## config.mk

```make
export PLATFORM = sky130hd
export DESIGN_NAME = ir_edge_pulse_space_filter_unit
export DESIGN_NICKNAME = d
export VERILOG_FILES = /design/src/epsf_pkg.sv /design/src/ir_edge_pulse_space_filter_unit.sv /design/src/epsf_cfg.sv /design/src/epsf_filter.sv /design/src/epsf_out_seq.sv
export SDC_FILE = /design/constraint.sdc
export NUM_CORES = 1
export LEC_CHECK = 0
export BUFFER_PORTS_ARGS = -buffer_cell sky130_fd_sc_hd__buf_4
export CORE_ASPECT_RATIO = 2
export CORE_MARGIN = 3
export CORE_UTILIZATION = 45
export CTS_BUF_LIST = sky130_fd_sc_hd__clkbuf_8
export DETAILED_ROUTE_END_ITERATION = 10
export HOLD_SLACK_MARGIN = 0.03
export PLACE_DENSITY_LB_ADDON = 0.2
export REMOVE_ABC_BUFFERS = 1
export SLEW_MARGIN = 20
export SYNTH_ARGS = -nofsm -noshare
export SYNTH_HDL_FRONTEND = slang
export SYNTH_SLANG_ARGS = --single-unit
```

## constraint.sdc

```tcl
create_clock -name clk -period 13.82 [get_ports clk]
set_input_delay 0.691 -clock clk [delete_from_list [all_inputs] [get_ports clk]]
set_output_delay 0.691 -clock clk [all_outputs]
set_load 0.1 [all_outputs]
```

## src/epsf_pkg.sv

```systemverilog
// Shared types and constants for the IR edge pulse/space filter.
`timescale 1ns / 1ps

package epsf_pkg;

  localparam int REG_BITS = 24;
  localparam int SECS_BITS = 8;
  localparam int CFG_INDEX_BITS = 2;
  localparam int IN_DATA_BITS = 40;

  localparam logic [SECS_BITS-1:0] SECONDS_LIMIT = 8'd15;

  localparam logic [CFG_INDEX_BITS-1:0] CFG_INITIAL_SENSE = 2'd0;
  localparam logic [CFG_INDEX_BITS-1:0] CFG_AUTO_SENSE = 2'd1;
  localparam logic [CFG_INDEX_BITS-1:0] CFG_PULSE_THRESHOLD = 2'd2;
  localparam logic [CFG_INDEX_BITS-1:0] CFG_SPACE_THRESHOLD = 2'd3;

  localparam logic RST_INITIAL_SENSE = 1'b1;
  localparam logic RST_AUTO_SENSE = 1'b1;
  localparam logic [REG_BITS-1:0] RST_PULSE_THRESHOLD = 24'd250;
  localparam logic [REG_BITS-1:0] RST_SPACE_THRESHOLD = 24'd20000;

  typedef struct packed {
    logic                initial_sense;
    logic                auto_sense_enable;
    logic [REG_BITS-1:0] pulse_release_threshold;
    logic [REG_BITS-1:0] long_space_threshold;
  } cfg_t;

  typedef struct packed {
    logic load;
    logic value;
  } sense_load_t;

  typedef struct packed {
    logic                time_backwards;
    logic [REG_BITS-1:0] elapsed_us;
    logic [SECS_BITS-1:0] whole_seconds_diff;
    logic                pin_level;
  } edge_t;

  typedef struct packed {
    logic [REG_BITS-1:0] duration_us;
    logic                is_pulse;
  } res_t;

  typedef struct packed {
    logic [1:0]     count;
    res_t [2:0]     item;
  } res_group_t;

endpackage

```

## src/ir_edge_pulse_space_filter_unit.sv

```systemverilog
// Top level of the IR edge pulse/space filter.
//
//   Channel  Dir  Handshake             Item
//   s_*      in   s_tvalid / s_tready   edge: level, seconds, microseconds, backwards flag
//   m_*      out  m_tvalid / m_tready   duration with pulse flag in tuser, tlast ends an edge
//   cfg_*    in   cfg_valid / cfg_ready register index and write data
//
// An edge waits in the input register, where the filter computes all of its results and
// loads them into the result buffer. The first result of an edge is offered from the
// result buffer, which lies after the input register. The result buffer sends one result
// a cycle while m_tready is high, so an edge that makes several results holds it until
// all are sent; edges making at most one result flow at one per cycle while m_tready is
// high. Reset restores the register defaults and clears the filter state.
`timescale 1ns / 1ps

module ir_edge_pulse_space_filter_unit import epsf_pkg::*; #(
  parameter int DURATION_BITS = 24
) (
  input  logic                      clk,
  input  logic                      rst,
  input  logic                      s_tvalid,
  output logic                      s_tready,
  // pin_level [0], whole_seconds_diff [8:1], elapsed_us [32:9], time_backwards [33]
  input  logic [IN_DATA_BITS-1:0]   s_tdata,
  output logic                      m_tvalid,
  input  logic                      m_tready,
  // duration_us [23:0]
  output logic [REG_BITS-1:0]       m_tdata,
  // is_pulse [0]
  output logic                      m_tuser,
  output logic                      m_tlast,
  input  logic                      cfg_valid,
  output logic                      cfg_ready,
  input  logic [CFG_INDEX_BITS-1:0] cfg_index,
  input  logic [REG_BITS-1:0]       cfg_data
);

  cfg_t        cfg;
  sense_load_t sense_load;
  edge_t       in_item;
  logic        in_valid;
  logic        seq_ready;
  logic        consume;
  res_group_t  res;

  assign consume = in_valid & seq_ready;
  assign s_tready = !in_valid || seq_ready;

  always_ff @(posedge clk) begin
    if (rst) begin
      in_valid <= 1'b0;
    end else if (s_tready) begin
      in_valid <= s_tvalid;
    end
  end

  always_ff @(posedge clk) begin
    if (s_tvalid && s_tready) begin
      in_item <= edge_t'(s_tdata[$bits(edge_t)-1:0]);
    end
  end

  epsf_cfg u_cfg (
    .clk        (clk),
    .rst        (rst),
    .cfg_valid  (cfg_valid),
    .cfg_ready  (cfg_ready),
    .cfg_index  (cfg_index),
    .cfg_data   (cfg_data),
    .cfg        (cfg),
    .sense_load (sense_load)
  );

  epsf_filter #(
    .DURATION_BITS (DURATION_BITS)
  ) u_filter (
    .clk        (clk),
    .rst        (rst),
    .cfg        (cfg),
    .sense_load (sense_load),
    .item       (in_item),
    .fire       (consume),
    .res        (res)
  );

  epsf_out_seq u_out (
    .clk        (clk),
    .rst        (rst),
    .load_valid (in_valid),
    .load_ready (seq_ready),
    .res        (res),
    .m_tvalid   (m_tvalid),
    .m_tready   (m_tready),
    .m_tdata    (m_tdata),
    .m_tuser    (m_tuser),
    .m_tlast    (m_tlast)
  );

  a_in_hold: assert property (@(posedge clk) disable iff (rst)
    (in_valid && !consume) |=> (in_valid && $stable(in_item)))
    else $error("Input register lost a waiting item.");

  a_load_shows: assert property (@(posedge clk) disable iff (rst)
    (consume && (res.count != 2'd0)) |=> m_tvalid)
    else $error("Loaded results did not reach the output.");

  a_last_drains: assert property (@(posedge clk) disable iff (rst)
    (m_tvalid && m_tready && m_tlast && !(consume && (res.count != 2'd0))) |=> !m_tvalid)
    else $error("Output stayed valid after the last result of an edge.");

  a_empty_ready: assert property (@(posedge clk) disable iff (rst)
    !m_tvalid |-> seq_ready)
    else $error("Empty result buffer refused an item.");

endmodule

```

## src/epsf_cfg.sv

```systemverilog
// Configuration register file for the IR edge pulse/space filter.
`timescale 1ns / 1ps

module epsf_cfg import epsf_pkg::*; (
  input  logic                      clk,
  input  logic                      rst,
  input  logic                      cfg_valid,
  output logic                      cfg_ready,
  input  logic [CFG_INDEX_BITS-1:0] cfg_index,
  input  logic [REG_BITS-1:0]       cfg_data,
  output cfg_t                      cfg,
  output sense_load_t               sense_load
);

  logic wr;

  assign cfg_ready = 1'b1;
  assign wr = cfg_valid & cfg_ready;

  assign sense_load.load = wr && (cfg_index == CFG_INITIAL_SENSE);
  assign sense_load.value = cfg_data[0];

  always_ff @(posedge clk) begin
    if (rst) begin
      cfg.initial_sense <= RST_INITIAL_SENSE;
      cfg.auto_sense_enable <= RST_AUTO_SENSE;
      cfg.pulse_release_threshold <= RST_PULSE_THRESHOLD;
      cfg.long_space_threshold <= RST_SPACE_THRESHOLD;
    end else if (wr) begin
      case (cfg_index)
        CFG_INITIAL_SENSE: cfg.initial_sense <= cfg_data[0];
        CFG_AUTO_SENSE: cfg.auto_sense_enable <= cfg_data[0];
        CFG_PULSE_THRESHOLD: cfg.pulse_release_threshold <= cfg_data;
        CFG_SPACE_THRESHOLD: cfg.long_space_threshold <= cfg_data;
        default: ;
      endcase
    end
  end

endmodule

```

## src/epsf_filter.sv

```systemverilog
// Duration measurement, polarity tracking and long-space noise filter.
`timescale 1ns / 1ps

module epsf_filter import epsf_pkg::*; #(
  parameter int DURATION_BITS = 24
) (
  input  logic        clk,
  input  logic        rst,
  input  cfg_t        cfg,
  input  sense_load_t sense_load,
  input  edge_t       item,
  input  logic        fire,
  output res_group_t  res
);

  localparam int W = DURATION_BITS;
  localparam int EW = (DURATION_BITS > REG_BITS) ? DURATION_BITS : REG_BITS;
  localparam logic [W-1:0] DUR_MAX = {W{1'b1}};

  logic         active_sense;
  logic         space_held;
  logic [W-1:0] pulse_sum;
  logic [W-1:0] space_sum;

  logic         active_sense_next;
  logic         space_held_next;
  logic [W-1:0] pulse_sum_next;
  logic [W-1:0] space_sum_next;

  logic [EW-1:0] us_ext;
  logic [W-1:0]  dur;
  logic          sense_flip;
  logic          pulse;
  logic          long_space;
  logic [W-1:0]  psum_add;
  logic [W-1:0]  space_add1;
  logic [W-1:0]  space_add2;

  function automatic logic [W-1:0] sat_add(input logic [W-1:0] a, input logic [W-1:0] b);
    logic [W:0] s;
    s = {1'b0, a} + {1'b0, b};
    return s[W] ? DUR_MAX : s[W-1:0];
  endfunction

  function automatic logic [REG_BITS-1:0] to_reg(input logic [W-1:0] v);
    logic [EW-1:0] e;
    e = EW'(v);
    return e[REG_BITS-1:0];
  endfunction

  assign us_ext = EW'(item.elapsed_us);
  assign sense_flip = !item.time_backwards && (item.whole_seconds_diff > SECONDS_LIMIT) &&
                      (item.pin_level == active_sense) && cfg.auto_sense_enable;
  assign active_sense_next = active_sense ^ sense_flip;
  assign pulse = (item.pin_level == active_sense_next);

  always_comb begin
    if (item.time_backwards || (item.whole_seconds_diff > SECONDS_LIMIT)) begin
      dur = DUR_MAX;
    end else if (us_ext > EW'(DUR_MAX)) begin
      dur = DUR_MAX;
    end else begin
      dur = W'(us_ext);
    end
  end

  assign long_space = EW'(dur) > EW'(cfg.long_space_threshold);
  assign psum_add = sat_add(pulse_sum, dur);
  assign space_add1 = sat_add(space_sum, pulse_sum);
  assign space_add2 = sat_add(space_add1, dur);

  always_comb begin
    res = '0;
    space_held_next = space_held;
    pulse_sum_next = pulse_sum;
    space_sum_next = space_sum;
    if (space_held && pulse) begin
      pulse_sum_next = psum_add;
      if (EW'(psum_add) > EW'(cfg.pulse_release_threshold)) begin
        res.count = 2'd2;
        res.item[0] = '{duration_us: to_reg(space_sum), is_pulse: 1'b0};
        res.item[1] = '{duration_us: to_reg(psum_add), is_pulse: 1'b1};
        space_held_next = 1'b0;
        pulse_sum_next = '0;
      end
    end else if (!pulse && !space_held && long_space) begin
      space_sum_next = dur;
      space_held_next = 1'b1;
    end else if (!pulse && space_held && long_space) begin
      space_sum_next = space_add2;
      pulse_sum_next = '0;
    end else if (!pulse && space_held) begin
      res.count = 2'd3;
      res.item[0] = '{duration_us: to_reg(space_sum), is_pulse: 1'b0};
      res.item[1] = '{duration_us: to_reg(pulse_sum), is_pulse: 1'b1};
      res.item[2] = '{duration_us: to_reg(dur), is_pulse: 1'b0};
      space_held_next = 1'b0;
      pulse_sum_next = '0;
    end else begin
      res.count = 2'd1;
      res.item[0] = '{duration_us: to_reg(dur), is_pulse: pulse};
    end
  end

  always_ff @(posedge clk) begin
    if (rst) begin
      active_sense <= RST_INITIAL_SENSE;
      space_held <= 1'b0;
      pulse_sum <= '0;
      space_sum <= '0;
    end else if (sense_load.load) begin
      active_sense <= sense_load.value;
    end else if (fire) begin
      active_sense <= active_sense_next;
      space_held <= space_held_next;
      pulse_sum <= pulse_sum_next;
      space_sum <= space_sum_next;
    end
  end

endmodule

```

## src/epsf_out_seq.sv

```systemverilog
// Result buffer that sends up to three results of one edge in order.
`timescale 1ns / 1ps

module epsf_out_seq import epsf_pkg::*; (
  input  logic                clk,
  input  logic                rst,
  input  logic                load_valid,
  output logic                load_ready,
  input  res_group_t          res,
  output logic                m_tvalid,
  input  logic                m_tready,
  output logic [REG_BITS-1:0] m_tdata,
  output logic                m_tuser,
  output logic                m_tlast
);

  res_t [2:0] buffer;
  logic [1:0] rem;
  logic       load;
  logic       fire;

  assign m_tvalid = (rem != 2'd0);
  assign fire = m_tvalid & m_tready;
  assign load_ready = (rem == 2'd0) || ((rem == 2'd1) && m_tready);
  assign load = load_valid & load_ready;

  assign m_tdata = buffer[0].duration_us;
  assign m_tuser = buffer[0].is_pulse;
  assign m_tlast = (rem == 2'd1);

  always_ff @(posedge clk) begin
    if (rst) begin
      rem <= 2'd0;
    end else if (load) begin
      rem <= res.count;
    end else if (fire) begin
      rem <= rem - 2'd1;
    end
  end

  always_ff @(posedge clk) begin
    if (load) begin
      buffer <= res.item;
    end else if (fire) begin
      buffer[0] <= buffer[1];
      buffer[1] <= buffer[2];
    end
  end

endmodule

```

==> impl_metrics.yaml, run 1 <==
logic_synthesis:
  avgSynthCellArea_um2: 8.890
  ys_warn_count: 0
  ys_seq_elements: 206
  synth_top_flop_cell: "edfxtp_1"
  synthesis.area_um2: 13330
  yosysUniqueCellTypes: 80
  synth-edff-count: 104
  postSynthCellCount: 1499
  synthArstFlopShare_pct: 0
  yosysSeqAreaShare_pct: 38.76
route:
  via_per_inst: 5.908
  drc: 0
  drt_iter0_markers: 621
  wirelength_mm: 41.16
  drt_first_pass_iters: 5
  postRouteAntennaNets: 0
  vias: 11473
  wl_per_cell_um: 21.20
timing:
  rsz0062_at_grt: "no"
  maxSlewViolCount: 0
  hold_viol_final: 0
  finalSetupTns_ps: 0
  hold-worst-slack_ps: 311.4
  max_freq_mhz: 123.8
  worstMarginPinSlew_ps: 1105
  final.period_utilization_pct: 58.44
  clock_skew_ps: 28.24
  finalSetupViolCount: 0
  fin_crit_ps: 8077
  relSlewSlack_pct: 26.31
critical_path:
  critical_path_class: "reg2reg"
  worst-path-max-fanout: 24
  slowest_delay_ps: 560
  crit_chain: "nor4_1, nand2b_2, or2_2, ha_1, inv_1, fa_1, nor2b_1, o31a_1, o31ai_2, a221o_1, a31o_2, nand2_1, buf_4, or2_2, ha_1, and3_4, a221o_1, a221o_1, o311ai_4, nor2_4, o21ai_4, inv_2, a221o_1"
  cpMostUsedCell: "a221o_1"
  critPathRequiredTime_ps: 14100
  cp-end-kind: "flop"
  reg2regPathDepth: 23
  cp-start-kind: "flop"
  crit_arrival_ps: 8360
  cp_slowest_cell: "nand2b_2"
job:
  drv_cap: 0
power_and_ir_drop:
  leakage_nw: 6.308
  power_density_nw_per_um2: 132.5
  vdd_ir_drop_max_uv: 86.47
  power_w: 0.001962
global_route:
  grt_pass1_vias: 11653
  grt_pass1_wl_mm: 63.30
  grt_usage_pct: 25.57
  gr-total-overflow: 0
  antenna_found_initial: 1
  grt_max_degree: 62
floorplanning:
  rows: 88
  die_area_um2: 31840
  die_w_um: 127.7
  core_um2: 29070
  ios: 100
  start_util_pct: 45.85
  die_y_um: 249.4
place:
  io_buffer_count: 88
  place_area_um2: 14140
  hpwl_mm: 30.52
  place.gp.congestion: 0.9813
clock_network:
  clkLatencyLatePin_ps: 560
  cts_sinks: 206
  cts.path.max_buffers: 3
  path_clk_slew_ps: 70
  htree_levels: 2
  cts_setup_buffers: 0
  clock-root-buffer: "clkbuf_8"
  cts_resized: 0
  cts_tree: "built"
  cts-buffers-inserted: 34
  hold_buffers: 0
cells_and_area:
  final_cell_area_um2: 14810
  area_growth_pct: 11.12
  layout.nets: 1752
  num-fill-cells: 2871
  drive_above_1_share_pct: 12.14
run_status:
  outcome: "finished clean"
worst_hold_path:
  hold_class: "in2reg"
  hold_path_depth: 1
-- synthesized netlist by cell type, drive strengths merged (5+ instances only) --
cell type	number	share of area, %
a211o	11	0.72
a211oi	13	0.77
a21boi	5	0.28
a21o	33	1.9
a21oi	142	5.3
a221o	28	2.1
a221oi	17	1.1
a22o	23	1.5
a31oi	11	0.52
and3	7	0.37
and4	6	0.39
buf	34	1.9
clkbuf	50	1.4
dfxtp	102	15
edfxtp	104	23
ha	122	11
inv	101	2.8
nand2	178	5.0
nand2b	12	0.56
nand3	43	1.6
nand3b	9	0.51
nand4	11	0.52
nor2	153	4.4
nor2b	11	0.52
nor3	15	0.56
nor4	5	0.23
o211ai	20	1.1
o21a	17	0.96
o21ai	54	2.1
o21bai	5	0.28
o221ai	22	1.4
or2	18	0.85
xnor2	26	1.7
xor2	25	1.6
-- area by class of cell --
cell class                      instances  area (um^2)  share of cell area [%]
Clock buffer                           40        550.5                   3.718
Tap cell                              360        450.4                   3.042
Sequential cell                       206         5165                   34.88
Multi-Input combinational cell       1107         7351                   49.64
Inverter                              102        382.9                   2.586
Timing Repair Buffer                  105        788.3                   5.323
Clock inverter                         21        117.6                  0.7943
Antenna cell                            1        2.502                 0.01690
-- worst max-delay path: cells and delay by family (launching register included) --
family	cells	cell delay [ps]
buf+inv	3	650
fa+ha+maj	3	720
flops	1	380
compound gates	9	3300
simple gates	8	2670
-- cell usage in the layout, fill, tap and decap left out, types with 18 or more instances in the layout --
cell        n
a221o_1    28
edfxtp_1  104
o21ai_0    51
o221ai_1   22
a22o_1     23
or2_2      18
nand2_1   178
nand3_1    43
xor2_1     25
dfxtp_1   102
inv_1     112
ha_1      122
o211ai_1   20
a21oi_1   142
xnor2_1    26
a21o_1     32
nor2_1    151
clkbuf_8   40
buf_4     105
-- power by group --
| part | internal (W) | switching [W] | leakage (nW) |
|---|---|---|---|
| sequential | 0.000725 | 0.0000295 | 1.84 |
| combinational | 0.000219 | 0.000446 | 4.09 |
| clock | 0.000283 | 0.000260 | 0.385 |
| total | 0.00123 | 0.000735 | 6.31 |
-- registers in the layout, summed over array words and instances (netlist names), 2 cells and up --
register,count
in_item,30
u_cfg.cfg,49
u_filter.pulse_sum,24
u_filter.space_sum,24
u_out.buffer,49
u_out.m_tdata,24
u_out.rem,2
-- kinds of logic after synthesis --
kind of cell    count (synthesis)  share of synthesized area (%)
mux                             3                         0.2347
compound gates                443                          23.20
other cells                     1                        0.02814
xor+xnor                       51                          3.352
buf+inv                       186                          6.140
fa+ha+maj                     125                          11.90
flops                         206                          38.76
simple gates                  484                          16.38
-- metrics by stage --
stage | utilization [%] | instances | setup slack [ps]
after global routing | 50.94 | 1942 | 5413
after floorplan | - | 1415 | 7508
final | 50.94 | 1942 | 5743
after global placement | 48.64 | 1880 | 5828
after CTS | 50.93 | 1941 | 5700
after detailed placement | 48.64 | 1880 | 5730
-- per-layer routing --
metal  track usage, %  vias up  routed length [um]
met4            15.06        0                2553
met2            48.20      307               22020
li1                 -     5593                   -
met5                0        -                   0
met1            26.48     5456               14770
met3            2.870      117                1814
-- path summary, 6_finish.rpt --
| kind | to | from | slack, ps |
|---|---|---|---|
| setup reg to reg | u_out.m_tdata[17] | in_item[6] | 5740 |
| setup / recovery | u_out.m_tdata[17] | in_item[6] | 5740 |
| hold / removal | in_item[7] | s_tdata[7] | 310 |
| hold reg to reg | u_cfg.cfg[23] | u_cfg.cfg[23] | 450 |
Note: power is estimated with default switching activity, not from simulation.
==> run 2, diff against run 1 <==
clock period = 8 ns   (was 13.82 ns; I/O delays follow)
==> run 2 against run 1 <==
  * Flip-flop and latch count unchanged
  * Sequential share of layout area down 1.1 points
  * Clock power up 93%
  * Clock skew down 11 ps
  * Total power up 79%
  * Combinational power up 73%
  * Non-clock buffer count up 41
  * Sequential power up 74%
  * Hold slack worse by 240 ps
  * Via count up 2.1%
  * First-iteration DRC count down 7.4%
==> impl_metrics.yaml, run 2 (synthesized netlist as in run 1, its figures left out) <==
route:
  via_per_inst: 5.909
  drc: 0
  wirelength_mm: 41.78
  drt_iter0_markers: 575
  wl_per_cell_um: 21.07
  vias: 11717
  drt_first_pass_iters: 5
  postRouteAntennaNets: 0
global_route:
  grt_pass1_vias: 11892
  grt_usage_pct: 26.24
  grt_pass1_wl_mm: 64.92
  gr-total-overflow: 0
  antenna_found_initial: 1
  grt_max_degree: 62
place:
  hpwl_mm: 31.51
  io_buffer_count: 88
  place.gp.congestion: 0.9764
cells_and_area:
  layout.nets: 1794
  layout_common_cells: "nand2_1 (178), nor2_1 (151), a21oi_1 (142)"
  drive_above_1_share_pct: 12.70
  area_growth_pct: 14.75
  final_common_cell: "nand2_1"
  reg_top3: "u_cfg.cfg x49, u_out.buffer x49, in_item x30"
timing:
  hold_viol_final: 0
  finalSetupTns_ps: 0
  clock_skew_ps: 16.93
  worstMarginPinSlew_ps: 1150
  final.period_utilization_pct: 86.13
  hold-worst-slack_ps: 76.21
  max_freq_mhz: 145.1
  maxSlewViolCount: 0
  rsz0062_at_grt: "no"
  fin_crit_ps: 6891
  finalSetupViolCount: 0
  relSlewSlack_pct: 23.32
critical_path:
  reg2reg_slack_ps: 1110
  worst-path-max-fanout: 24
  reg2reg_to: "u_out.m_tdata[10]"
  reg2regPathDepth: 23
  critical_path_class: "reg2reg"
  cp-start-kind: "flop"
  rr_startpoint: "in_item[6]"
  cp-end-kind: "flop"
  crit_arrival_ps: 7180
  critPathRequiredTime_ps: 8290
floorplanning:
  start_util_pct: 45.85
  core_um2: 29070
  die_y_um: 249.4
  die_area_um2: 31840
  die_w_um: 127.7
  ios: 100
  rows: 88
run_status:
  outcome: "finished clean"
worst_hold_path:
  hold_path_depth: 3
  hold_class: "in2reg"
  hold_path_end: "in_valid"
  holdCritStartpoint: "s_tvalid"
clock_network:
  cts_resized: 0
  path_clk_slew_ps: 60
  cts_setup_buffers: 0
  hold_buffers: 33
  htree_levels: 2
  clkLatencyLatePin_ps: 550
  cts-buffers-inserted: 35
  cts_sinks: 206
  clock-root-buffer: "clkbuf_8"
  cts.path.max_buffers: 3
  cts_tree: "built"
power_and_ir_drop:
  vdd_ir_drop_max_uv: 126.4
  power_density_nw_per_um2: 229.3
  leakage_nw: 6.511
job:
  drv_cap: 0
run 2: cell count changes in the layout (fill, tap and decap cells not counted), moves of 3 or more:
cell and delta:
buf_4 +7, bufinv_16 +3, clkinv_2 +3, dlygate4sd3_1 +33, inv_1 -5
run 2: worst max-delay path by stage:
stage,start,end,cells after the start
floorplan,in_item[6],u_out.m_tdata[0],22
finish,in_item[6],u_out.m_tdata[10],23
detailed placement,in_item[6],u_out.m_tdata[6],23
CTS,in_item[6],u_out.m_tdata[6],23
global placement,in_item[6],u_out.m_tdata[0],23
global route,in_item[6],u_out.m_tdata[15],23
run 2: cell type report:
class | instances | area [um^2]
timing repair buffer | 146 | 1191
tap | 360 | 450.4
sequential | 206 | 5165
multi-input combinational | 1107 | 7350
fill | 2798 | 13780
antenna | 1 | 2.502
clock inverter | 21 | 200.2
inverter | 102 | 382.9
clock buffer | 40 | 550.5
run 2: where the power goes:
| group | switching [W] | internal [W] |
|---|---|---|
| Clock | 0.000457 | 0.000589 |
| Combinational | 0.000764 | 0.000390 |
| Sequential | 0.0000536 | 0.00125 |
run 2: critical path, stage by stage, from the launching register on:
cell and delay [ps]:
edfxtp_1 360, nor4_1 380, nand2b_1 90, buf_4 260, nor2_1 230, inv_1 170, ha_1 370, o21ai_1 150
a211oi_1 320, a21boi_0 430, o2111ai_1 250, a31oi_1 320, o21ba_2 220, or2_2 300, ha_1 280, and3_4 190
a221o_1 360, a221o_1 400, o311ai_4 400, nor2_4 170, o21ai_4 280, inv_2 180, buf_12 210, a221o_1 300
run 2: routing by layer:
| layer | GRT usage (%) | share of wire [%] | vias to the layer above |
|---|---|---|---|
| li1 | - | - | 5672 |
| met3 | 2.827 | 3.8 | 119 |
| met4 | 15.09 | 6.4 | 0 |
| met2 | 49.37 | 54 | 329 |
| met1 | 27.48 | 36 | 5597 |
| met5 | 0 | 0 | - |
run 2: metrics by stage:
step | worst slack [ps] | utilization [%] | cells | cell area, um^2 | total power [W]
2_1_floorplan | 1688 | - | 1415 | 12890 | 0.002145
3_3_place_gp | 1103 | 48.88 | 1888 | 14210 | 0.002449
3_5_place_dp | 1099 | 48.88 | 1888 | 14210 | 0.002461
4_1_cts | 1053 | 52.60 | 1982 | 15290 | 0.003528
5_1_grt | 702.9 | 52.61 | 1983 | 15290 | 0.003675
6_report | 1109 | 52.61 | 1983 | 15290 | 0.003506
